===== config.mk =====
export PLATFORM = sky130hd
export DESIGN_NAME = vrrq_ctrl
export DESIGN_NICKNAME = d
export VERILOG_FILES = /design/src/design/vrrq_pkg.sv /design/src/design/vrrq_ctrl.sv
export SDC_FILE = /design/constraint.sdc
export NUM_CORES = 1
export LEC_CHECK = 0
export BUFFER_PORTS_ARGS = -buffer_cell sky130_fd_sc_hd__buf_2
export CORE_MARGIN = 2
export CORE_UTILIZATION = 45
export CTS_BUF_LIST = sky130_fd_sc_hd__clkbuf_16
export CTS_CLUSTER_DIAMETER = 50
export DETAILED_ROUTE_END_ITERATION = 12
export GPL_ROUTABILITY_DRIVEN = 0
export GPL_TIMING_DRIVEN = 0
export PLACE_DENSITY = 0.67
export SYNTH_ARGS = -nofsm -noshare
export SYNTH_HDL_FRONTEND = slang
export SYNTH_SLANG_ARGS = --single-unit

===== constraint.sdc =====
create_clock -name clk -period 6 [get_ports clk]
set_input_delay 0 -clock clk [delete_from_list [all_inputs] [get_ports clk]]
set_output_delay 0 -clock clk [all_outputs]
set_load 0.05 [all_outputs]

===== src/design/vrrq_pkg.sv =====
// Package for the variable-length record ring queue.
// Holds the item types, status and kind codes and the parameter defaults.
// No dependencies; vrrq_ctrl and the top level refer to it by scoped names.
package vrrq_pkg;

    // Parameter defaults for the top level.
    localparam int RING_BYTES_DEF   = 1024;
    localparam int HEADER_BYTES_DEF = 1;
    localparam int MAX_RECORD_DEF   = 64;

    // Fixed field widths.
    localparam int BYTE_W = 8;
    localparam int LEN_W  = 7;
    localparam int STAT_W = 3;
    localparam int FILL_W = 11;

    // Request kinds.
    localparam logic KIND_PUSH = 1'b0;
    localparam logic KIND_POP  = 1'b1;

    // Result status codes.
    localparam logic [STAT_W-1:0] ST_PUSH_OK  = 3'd0;
    localparam logic [STAT_W-1:0] ST_PUSH_REJ = 3'd1;
    localparam logic [STAT_W-1:0] ST_DATA     = 3'd2;
    localparam logic [STAT_W-1:0] ST_EMPTY    = 3'd3;
    localparam logic [STAT_W-1:0] ST_ZERO_LEN = 3'd4;

    // One input item.
    typedef struct packed {
        logic              kind;
        logic [BYTE_W-1:0] data_byte;
        logic [LEN_W-1:0]  record_len;
        logic              first;
        logic              last;
    } req_t;

    // One result item.
    typedef struct packed {
        logic [STAT_W-1:0] status;
        logic [BYTE_W-1:0] out_byte;
        logic [LEN_W-1:0]  out_len;
        logic              end_of_record;
        logic [FILL_W-1:0] fill_bytes;
    } rsp_t;

endpackage


===== src/design/vrrq_ctrl.sv =====
// Sequencer of the record ring queue: pointers, occupancy and the push and pop flows.
// Drives the ring RAM ports and offers one result item at a time.
// Depends on vrrq_pkg.
module vrrq_ctrl #(
    parameter int RING_BYTES   = vrrq_pkg::RING_BYTES_DEF,
    parameter int HEADER_BYTES = vrrq_pkg::HEADER_BYTES_DEF,
    parameter int MAX_RECORD   = vrrq_pkg::MAX_RECORD_DEF
) (
    input  logic                          clk,
    input  logic                          rst_n,
    input  vrrq_pkg::req_t                req,
    input  logic                          req_valid,
    output logic                          req_stall,
    output vrrq_pkg::rsp_t                res,
    output logic                          res_valid,
    input  logic                          res_ready,
    output logic                          ram_we,
    output logic [$clog2(RING_BYTES)-1:0] ram_waddr,
    output logic [vrrq_pkg::BYTE_W-1:0]   ram_wdata,
    output logic                          ram_re,
    output logic [$clog2(RING_BYTES)-1:0] ram_raddr,
    input  logic [vrrq_pkg::BYTE_W-1:0]   ram_rdata
);

    localparam int PW     = $clog2(RING_BYTES);
    localparam int OW     = $clog2(RING_BYTES + 1);
    localparam int CW     = ((OW > vrrq_pkg::BYTE_W) ? OW : vrrq_pkg::BYTE_W) + 1;
    localparam int HIW    = $clog2(HEADER_BYTES + 1);
    localparam int LEN_W  = vrrq_pkg::LEN_W;
    localparam int BYTE_W = vrrq_pkg::BYTE_W;
    localparam int FILL_W = vrrq_pkg::FILL_W;

    localparam logic [PW:0]       RB_W     = RING_BYTES[PW:0];
    localparam logic [PW:0]       HB_OFF   = HEADER_BYTES[PW:0];
    localparam logic [PW:0]       ONE_OFF  = {{PW{1'b0}}, 1'b1};
    localparam logic [LEN_W-1:0]  MAX_LEN  = MAX_RECORD[LEN_W-1:0];
    localparam logic [BYTE_W-1:0] MAX_BYTE = MAX_RECORD[BYTE_W-1:0];
    localparam logic [HIW-1:0]    HDR_LAST = HIW'(HEADER_BYTES - 1);

    typedef enum logic [2:0] {
        S_IDLE,
        S_HDR,
        S_TAIL,
        S_POP_HDR,
        S_POP_DATA
    } state_t;

    state_t            state_reg,    state_next;
    logic [PW-1:0]     read_ptr_reg, read_ptr_next;
    logic [PW-1:0]     write_ptr_reg, write_ptr_next;
    logic [OW-1:0]     occ_reg,      occ_next;
    logic [LEN_W-1:0]  push_pos_reg, push_pos_next;
    logic              dropping_reg, dropping_next;
    logic [LEN_W-1:0]  open_len_reg, open_len_next;
    logic [PW-1:0]     dat_ptr_reg,  dat_ptr_next;
    logic [HIW-1:0]    hdr_idx_reg,  hdr_idx_next;
    logic [BYTE_W-1:0] held_byte_reg, held_byte_next;
    logic              held_last_reg, held_last_next;
    logic [PW-1:0]     pop_ptr_reg,  pop_ptr_next;
    logic [LEN_W-1:0]  pop_len_reg,  pop_len_next;
    logic [LEN_W-1:0]  pop_cnt_reg,  pop_cnt_next;

    logic              accept;
    logic              do_data;
    logic [BYTE_W-1:0] d_byte;
    logic              d_last;
    logic [LEN_W-1:0]  pos_inc;
    logic [CW-1:0]     free_c;
    logic [CW-1:0]     need_c;
    logic              reject;
    logic [LEN_W-1:0]  hdr_len;
    logic [PW-1:0]     pop_next_ptr;

    // Ring address: base plus an offset that stays below the ring size.
    function automatic logic [PW-1:0] wrap_add(input logic [PW-1:0] base,
                                               input logic [PW:0] off);
        logic [PW:0] sum;
        sum = {1'b0, base} + off;
        if (sum >= RB_W)
        begin
            sum = sum - RB_W;
        end
        return sum[PW-1:0];
    endfunction

    // Input items are taken only in idle with room for a result item.
    assign accept    = req_valid && (state_reg == S_IDLE) && res_ready;
    assign req_stall = !((state_reg == S_IDLE) && res_ready);

    // Admission check for a new record.
    assign free_c = CW'(RING_BYTES) - CW'(occ_reg);
    assign need_c = CW'(req.record_len) + CW'(HEADER_BYTES);
    assign reject = (req.record_len > MAX_LEN) || (free_c < need_c);

    // Stored header, limited to the longest legal record.
    assign hdr_len = (ram_rdata > MAX_BYTE) ? MAX_LEN : ram_rdata[LEN_W-1:0];

    assign pos_inc      = push_pos_reg + LEN_W'(1);
    assign pop_next_ptr = wrap_add(pop_ptr_reg, ONE_OFF);

    // Next-state logic for the push and pop flows.
    always_comb
    begin
        state_next     = state_reg;
        read_ptr_next  = read_ptr_reg;
        write_ptr_next = write_ptr_reg;
        occ_next       = occ_reg;
        push_pos_next  = push_pos_reg;
        dropping_next  = dropping_reg;
        open_len_next  = open_len_reg;
        dat_ptr_next   = dat_ptr_reg;
        hdr_idx_next   = hdr_idx_reg;
        held_byte_next = held_byte_reg;
        held_last_next = held_last_reg;
        pop_ptr_next   = pop_ptr_reg;
        pop_len_next   = pop_len_reg;
        pop_cnt_next   = pop_cnt_reg;
        ram_we         = 1'b0;
        ram_waddr      = '0;
        ram_wdata      = '0;
        ram_re         = 1'b0;
        ram_raddr      = '0;
        res_valid      = 1'b0;
        res            = '0;
        do_data        = 1'b0;
        d_byte         = req.data_byte;
        d_last         = req.last;

        unique case (state_reg)
            S_IDLE:
            begin
                if (accept)
                begin
                    if (req.kind == vrrq_pkg::KIND_POP)
                    begin
                        if (occ_reg == '0)
                        begin
                            res_valid         = 1'b1;
                            res.status        = vrrq_pkg::ST_EMPTY;
                            res.end_of_record = 1'b1;
                        end
                        else
                        begin
                            ram_re     = 1'b1;
                            ram_raddr  = read_ptr_reg;
                            state_next = S_POP_HDR;
                        end
                    end
                    else if (req.first)
                    begin
                        push_pos_next = '0;
                        dropping_next = 1'b0;
                        if (reject)
                        begin
                            dropping_next     = 1'b1;
                            res_valid         = 1'b1;
                            res.status        = vrrq_pkg::ST_PUSH_REJ;
                            res.end_of_record = 1'b1;
                        end
                        else
                        begin
                            // Low header byte now; upper header bytes are zero.
                            ram_we         = 1'b1;
                            ram_waddr      = write_ptr_reg;
                            ram_wdata      = BYTE_W'(req.record_len);
                            open_len_next  = req.record_len;
                            dat_ptr_next   = wrap_add(write_ptr_reg, HB_OFF);
                            held_byte_next = req.data_byte;
                            held_last_next = req.last;
                            hdr_idx_next   = HIW'(1);
                            state_next     = (HEADER_BYTES > 1) ? S_HDR : S_TAIL;
                        end
                    end
                    else if (!dropping_reg && (push_pos_reg != '0))
                    begin
                        do_data = 1'b1;
                    end
                end
            end

            S_HDR:
            begin
                ram_we    = 1'b1;
                ram_waddr = wrap_add(write_ptr_reg, (PW+1)'(hdr_idx_reg));
                ram_wdata = '0;
                if (hdr_idx_reg == HDR_LAST)
                begin
                    state_next = S_TAIL;
                end
                else
                begin
                    hdr_idx_next = hdr_idx_reg + HIW'(1);
                end
            end

            S_TAIL:
            begin
                if (res_ready)
                begin
                    state_next = S_IDLE;
                    if (open_len_reg == '0)
                    begin
                        // Header-only record commits at once.
                        write_ptr_next    = dat_ptr_reg;
                        occ_next          = occ_reg + OW'(HEADER_BYTES);
                        res_valid         = 1'b1;
                        res.status        = vrrq_pkg::ST_PUSH_OK;
                        res.end_of_record = 1'b1;
                    end
                    else
                    begin
                        do_data = 1'b1;
                        d_byte  = held_byte_reg;
                        d_last  = held_last_reg;
                    end
                end
            end

            S_POP_HDR:
            begin
                if (res_ready)
                begin
                    occ_next = occ_reg - OW'(HEADER_BYTES) - OW'(hdr_len);
                    if (hdr_len == '0)
                    begin
                        read_ptr_next     = wrap_add(read_ptr_reg, HB_OFF);
                        res_valid         = 1'b1;
                        res.status        = vrrq_pkg::ST_ZERO_LEN;
                        res.end_of_record = 1'b1;
                        state_next        = S_IDLE;
                    end
                    else
                    begin
                        pop_ptr_next = wrap_add(read_ptr_reg, HB_OFF);
                        ram_re       = 1'b1;
                        ram_raddr    = wrap_add(read_ptr_reg, HB_OFF);
                        pop_len_next = hdr_len;
                        pop_cnt_next = LEN_W'(1);
                        state_next   = S_POP_DATA;
                    end
                end
            end

            S_POP_DATA:
            begin
                // One stored byte per cycle while res_ready is high; the next read goes out as this one leaves.
                if (res_ready)
                begin
                    res_valid         = 1'b1;
                    res.status        = vrrq_pkg::ST_DATA;
                    res.out_byte      = ram_rdata;
                    res.out_len       = pop_len_reg;
                    res.end_of_record = (pop_cnt_reg == pop_len_reg);
                    if (pop_cnt_reg == pop_len_reg)
                    begin
                        read_ptr_next = pop_next_ptr;
                        state_next    = S_IDLE;
                    end
                    else
                    begin
                        pop_ptr_next = pop_next_ptr;
                        ram_re       = 1'b1;
                        ram_raddr    = pop_next_ptr;
                        pop_cnt_next = pop_cnt_reg + LEN_W'(1);
                    end
                end
            end

            default:
            begin
                state_next = S_IDLE;
            end
        endcase

        // Store one data byte of the open record, then commit or abort.
        if (do_data)
        begin
            ram_we    = 1'b1;
            ram_waddr = dat_ptr_reg;
            ram_wdata = d_byte;
            if (pos_inc >= open_len_reg)
            begin
                write_ptr_next    = wrap_add(dat_ptr_reg, ONE_OFF);
                occ_next          = occ_reg + OW'(HEADER_BYTES) + OW'(open_len_reg);
                push_pos_next     = '0;
                res_valid         = 1'b1;
                res.status        = vrrq_pkg::ST_PUSH_OK;
                res.end_of_record = 1'b1;
            end
            else if (d_last)
            begin
                push_pos_next     = '0;
                res_valid         = 1'b1;
                res.status        = vrrq_pkg::ST_PUSH_REJ;
                res.end_of_record = 1'b1;
            end
            else
            begin
                push_pos_next = pos_inc;
                dat_ptr_next  = wrap_add(dat_ptr_reg, ONE_OFF);
            end
        end

        res.fill_bytes = FILL_W'(occ_next);
    end

    // State and sequencer registers.
    always_ff @(posedge clk or negedge rst_n)
    begin
        if (!rst_n)
        begin
            state_reg     <= S_IDLE;
            read_ptr_reg  <= '0;
            write_ptr_reg <= '0;
            occ_reg       <= '0;
            push_pos_reg  <= '0;
            dropping_reg  <= 1'b0;
            open_len_reg  <= '0;
            dat_ptr_reg   <= '0;
            hdr_idx_reg   <= '0;
            held_byte_reg <= '0;
            held_last_reg <= 1'b0;
            pop_ptr_reg   <= '0;
            pop_len_reg   <= '0;
            pop_cnt_reg   <= '0;
        end
        else
        begin
            state_reg     <= state_next;
            read_ptr_reg  <= read_ptr_next;
            write_ptr_reg <= write_ptr_next;
            occ_reg       <= occ_next;
            push_pos_reg  <= push_pos_next;
            dropping_reg  <= dropping_next;
            open_len_reg  <= open_len_next;
            dat_ptr_reg   <= dat_ptr_next;
            hdr_idx_reg   <= hdr_idx_next;
            held_byte_reg <= held_byte_next;
            held_last_reg <= held_last_next;
            pop_ptr_reg   <= pop_ptr_next;
            pop_len_reg   <= pop_len_next;
            pop_cnt_reg   <= pop_cnt_next;
        end
    end

endmodule


Word-level counts from Yosys, hierarchy flattened
Cells that the tools add are included.

cells by class
  mux-type cells = 143
  $add $sub $neg = 19
  equal/unequal tests = 21
  order comparisons = 9
  bitwise operators = 3
  reduce and logical (&&, ||, !) cells = 25

operators with widths
  kind                    number
  $mux 10                 38
  $mux 7                  17
  $pmux 10 s2             3
  $ge 11x11->1 const B    5
  $mux 11                 5
  $mux 3                  18
  $sub 10x1->10 const B   5
  $add 10x1->11 const B   4
  $mux 1                  44
  $mux 8                  4
  $pmux 10 s3             1
  $ne 2x2->1 const B      12
  $pmux 11 s2             1
  $reduce_and 5->1        4
  $mux 18                 1
  $mux 15                 1
  $pmux 3 s5              1
  $add 7x1->7 const B     2
  $logic_not 7->1         2
  $pmux 7 s2              1
  $lt 12x8->1             1
  $sub 11x11->12 const A  1
  $add 10x1->11           1
  $add 11x1->11 const B   1
  30 further kinds        47

storage, ports and cells
  output and inout bits = 62
  input bits = 30
  register bits = 93

Longest topological paths before layout
  depth in word-level cells = 11
  mapped depth = 13
  depth with buffers taken out = 12

Least setup slack after synthesis
No wires, ideal clock.

  kind = reg2reg
  start = register push_pos_reg[0]
  end = register occ_reg[4]
  required time = 5785 ps
  library setup time = 215 ps
  period minus slack after synthesis = 3439 ps
  stages on the path, launching flop included = 14
  buffers on the path = 2
  setup slack = 2561 ps
  data arrival time = 3224 ps
  cells stage by stage = dfrtp_1 > ha_1 > nand3_1 > nor2_1 > xor2_1 > ha_1 > a21oi_1 > o21a_1 > o21ai_0 > nand2_1 > buf_2 > buf_1 > nor2_1 > a21oi_1

RTL lines
  item                      line              text
  start: declaration        vrrq_ctrl.sv:52   logic [LEN_W-1:0] push_pos_reg, push_pos_next;
  start signal: assignment  vrrq_ctrl.sv:333  push_pos_reg <= push_pos_next;
  end signal: assignment    vrrq_ctrl.sv:332  occ_reg <= occ_next;
  end: declaration          vrrq_ctrl.sv:51   logic [OW-1:0] occ_reg, occ_next;

==> flow_summary.rst <==
.. list-table::
   :header-rows: 1

   * - Metric
     - Value
   * - Worst rel slew slack
     - 0.508
   * - Floorplan die width
     - 134 um
   * - Buffers inserted during post-CTS setup optimization
     - 0
   * - Area of the mapped netlist
     - 0.00761 mm^2
   * - Wirelength, routed
     - 23.3 mm
   * - Crit path largest cell delay
     - 0.46 ns
   * - Clock tree skew after final layout
     - 0.00809 ns
   * - Peak VDD IR
     - 0.461 mV
   * - Placeable core area
     - 0.0165 mm^2
   * - First-pass GRT wire length
     - 38.2 mm
   * - Reg2Reg Capture Point
     - occ_reg[5]
   * - Count of cells along the worst register-to-register path
     - 12
   * - CTS max path bufs
     - 2
   * - Number of flip-flops under the largest register name
     - 11
   * - Synth top cells by count
     - sky130_fd_sc_hd__nand2_1, sky130_fd_sc_hd__dfrtp_1, sky130_fd_sc_hd__nor2_1, sky130_fd_sc_hd__a21oi_1, sky130_fd_sc_hd__o21ai_0
   * - Max Transition Viols Final
     - 0
   * - Transition at the pin with the smallest max-transition slack
     - 0.731 ns
   * - Clock root buffer master
     - sky130_fd_sc_hd__clkbuf_16
   * - R2R Path Start
     - push_pos_reg[0]
   * - Total Die Area
     - 0.0180 mm^2
   * - Antenna violations before repair
     - 0
   * - Area share of the largest cell type after synthesis
     - 0.306
   * - Total CTS buffers
     - 9
   * - Top cells by area, synth
     - sky130_fd_sc_hd__dfrtp_1, sky130_fd_sc_hd__ha_1, sky130_fd_sc_hd__nand2_1
   * - Antenna-violating nets left
     - 0
   * - Register bit count reported by yosys
     - 93
   * - Crit Path Class
     - reg2out
   * - Arrival time worst endpoint
     - 4.11 ns
   * - Yosys Warn Count
     - 0
   * - Detailed router's first-iteration violation count
     - 676
   * - Critical Path End Type
     - output port
   * - Worst hold path depth
     - 3
   * - Sort of element at the start of the critical path
     - flip-flop
   * - Count of distinct cell types in the synthesized netlist
     - 74
   * - Number of instances in the synthesized netlist
     - 916
   * - FP Rows
     - 47
   * - Drt wl/cell
     - 18.5 um
   * - Worst hold path type
     - in2reg
   * - Unrepaired setup endpoints after global routing
     - false
   * - Setup-failing EPs final
     - 0
   * - # IOs
     - 92
   * - Power density relative to cell area
     - 444 mW/mm^2
   * - Upper clock frequency limit
     - 0.243 GHz
   * - Fraction of registers with async set or reset after synthesis
     - 1.00
   * - Overall global routing resource usage
     - 0.266
   * - Clock transition at path regs
     - 0.07 ns
   * - Max-cap violation count
     - 0
   * - Post-layout instance area
     - 0.00884 mm^2
   * - Ratio of cells with drive above 1 in the final layout
     - 0.144
   * - Cell accounting for the most synthesized area
     - sky130_fd_sc_hd__dfrtp_1
   * - Via count of the first global-routing pass
     - 7,274
   * - Ratio of final minimum period to clock period
     - 0.685
   * - Cell Area, Placed
     - 0.00837 mm^2
   * - Post-layout minimum cycle time
     - 4.11 ns
   * - Maximum fanout count along the critical path
     - 10
   * - Net count after synthesis
     - 989
   * - Clock tree from TritonCTS
     - done
   * - Starting Density
     - 0.460
   * - Clk sinks
     - 93
   * - # H-tree levels
     - 3
   * - 1st-pass router iterations
     - 5
   * - Worst Hold Path EP
     - pop_len_reg[0]
   * - Cell leakage power
     - 0.00411 uW
   * - Hold Path Origin
     - ram_rdata[0]
   * - Outcome
     - finished clean
   * - Worst-skew pair later-pin latency
     - 0.36 ns
   * - Critical path required time
     - 6.00 ns
   * - Total DRC errors in the routed layout
     - 0
   * - Maximum number of pins on one net before global-route repair
     - 54
   * - Top_reg_cell synth
     - sky130_fd_sc_hd__dfrtp_1
   * - Area Overhead vs Synth
     - 16.3%
   * - Dominant cell by count in the synthesized netlist
     - sky130_fd_sc_hd__nand2_1
   * - Count of buffers from port buffering
     - 91
   * - Register-to-Register Setup Slack
     - 2.37 ns
   * - Seq/Total Area, Yosys
     - 0.306
   * - Inserted Diodes
     - 0
   * - Total gr overflow
     - 0
   * - Setup TNS Final
     - 0 ns
   * - Critical-path cell list
     - ha_1 > nand3_1 > nor2_1 > xor2_1 > ha_1 > a21oi_1 > o21a_1 > o21ai_0 > nand2_1 > buf_2 > buf_1 > nor2_1 > a21oi_1 > buf_2
   * - EDFF count, synth
     - 0
   * - Avg Inst Size Synth
     - 8.30 um^2
   * - Overall via count from detail_route
     - 7,593
   * - HPWL after detailed placement
     - 17.0 mm
   * - Final-stage net count
     - 1,112
   * - Die Ht
     - 134 um
   * - Hold violation count in the final report
     - 0
   * - CP max stage cell
     - sky130_fd_sc_hd__buf_1
   * - Vias per cell
     - 6.01
==> timing repair <==
item	4_1_cts	5_1_grt
resized for setup	0	0
hold endpoints to repair	59	0
hold buffers	20	0
==> layout make-up <==
type	instances	area [um^2]
Buffer	61	277
Tap cell	220	275
Timing Repair Buffer	112	686
Multi-Input combinational cell	722	4850
Inverter	40	150
Clock buffer	9	225
Fill cell	1577	7680
Clock inverter	7	50.0
Sequential cell	93	2330
==> layer usage <==
metal,up-vias,share of wire,track usage
met4,0,0.027,0.0895
met3,44,0.055,0.0393
met5,-,0,0
met2,293,0.47,0.432
met1,3661,0.45,0.366
li1,3595,-,-
==> worst max-delay path, delay by kind of cell, from the launching register on <==
family	cells	cell delay [ns]
flops	1	0.45
xor+xnor	1	0.21
buf+inv	3	1.11
fa+ha+maj	2	0.57
compound gates	4	0.75
simple gates	4	0.65
==> cells in the final DEF, fill, tap and decap left out, types with 10 or more instances in the layout <==
| cell type | instances |
|---|---|
| sky130_fd_sc_hd__nand4_1 | 11 |
| sky130_fd_sc_hd__a31oi_1 | 11 |
| sky130_fd_sc_hd__o21a_1 | 10 |
| sky130_fd_sc_hd__inv_1 | 41 |
| sky130_fd_sc_hd__clkbuf_1 | 41 |
| sky130_fd_sc_hd__nand3_1 | 49 |
| sky130_fd_sc_hd__dfrtp_1 | 93 |
| sky130_fd_sc_hd__mux2i_1 | 10 |
| sky130_fd_sc_hd__a21o_1 | 18 |
| sky130_fd_sc_hd__o211ai_1 | 13 |
| sky130_fd_sc_hd__buf_2 | 99 |
| sky130_fd_sc_hd__o21ai_0 | 50 |
| sky130_fd_sc_hd__nand2b_1 | 10 |
| sky130_fd_sc_hd__dlygate4sd3_1 | 20 |
| sky130_fd_sc_hd__ha_1 | 41 |
| sky130_fd_sc_hd__nand2_1 | 96 |
| sky130_fd_sc_hd__o22ai_1 | 11 |
| sky130_fd_sc_hd__nor3_1 | 25 |
| sky130_fd_sc_hd__xor2_1 | 33 |
| sky130_fd_sc_hd__nor2_1 | 58 |
| sky130_fd_sc_hd__a21oi_1 | 50 |
| sky130_fd_sc_hd__and3_1 | 41 |
| sky130_fd_sc_hd__xnor2_1 | 40 |
==> kinds of logic (layout without fill, tap and decap cells) <==
logic type      after synthesis  in the layout  share of synthesized area
simple gates                336            336                      0.222
compound gates              247            247                      0.227
buf+inv                     101            229                     0.0561
flops                        93             93                      0.306
xor+xnor                     73             73                     0.0841
fa+ha+maj                    43             43                     0.0727
mux                          23             23                     0.0324
==> worst max-delay path by stage <==
stage	from	to	slack, ns	depth (start not counted)
global placement	push_pos_reg[0]	res[5]	2.35	13
CTS	push_pos_reg[0]	res[4]	1.92	14
floorplan	push_pos_reg[0]	occ_reg[4]	2.56	13
detailed placement	push_pos_reg[0]	res[4]	2.34	14
global route	push_pos_reg[0]	res[4]	1.61	14
finish	push_pos_reg[0]	res[4]	1.89	14
==> metrics by stage <==
step	cells	utilization	hold slack [ns]	setup slack, ns	total power, uW
floorplan	916	-	-0.296	2.56	2750
global placement	1227	0.505	0.233	2.35	3290
detailed placement	1228	0.506	0.0490	2.34	3320
CTS	1264	0.535	0.0231	1.92	3910
global route	1264	0.535	0.0548	1.61	4210
finish	1264	0.535	0.00437	1.89	3920
==> where the power goes <==
part / internal, uW / switching, uW / leakage (uW)
logic: 817 / 1480 / 0.00277
registers: 823 / 244 / 0.00120
clock network: 283 / 281 / 0.000134
(Power assumes the default switching activity.)
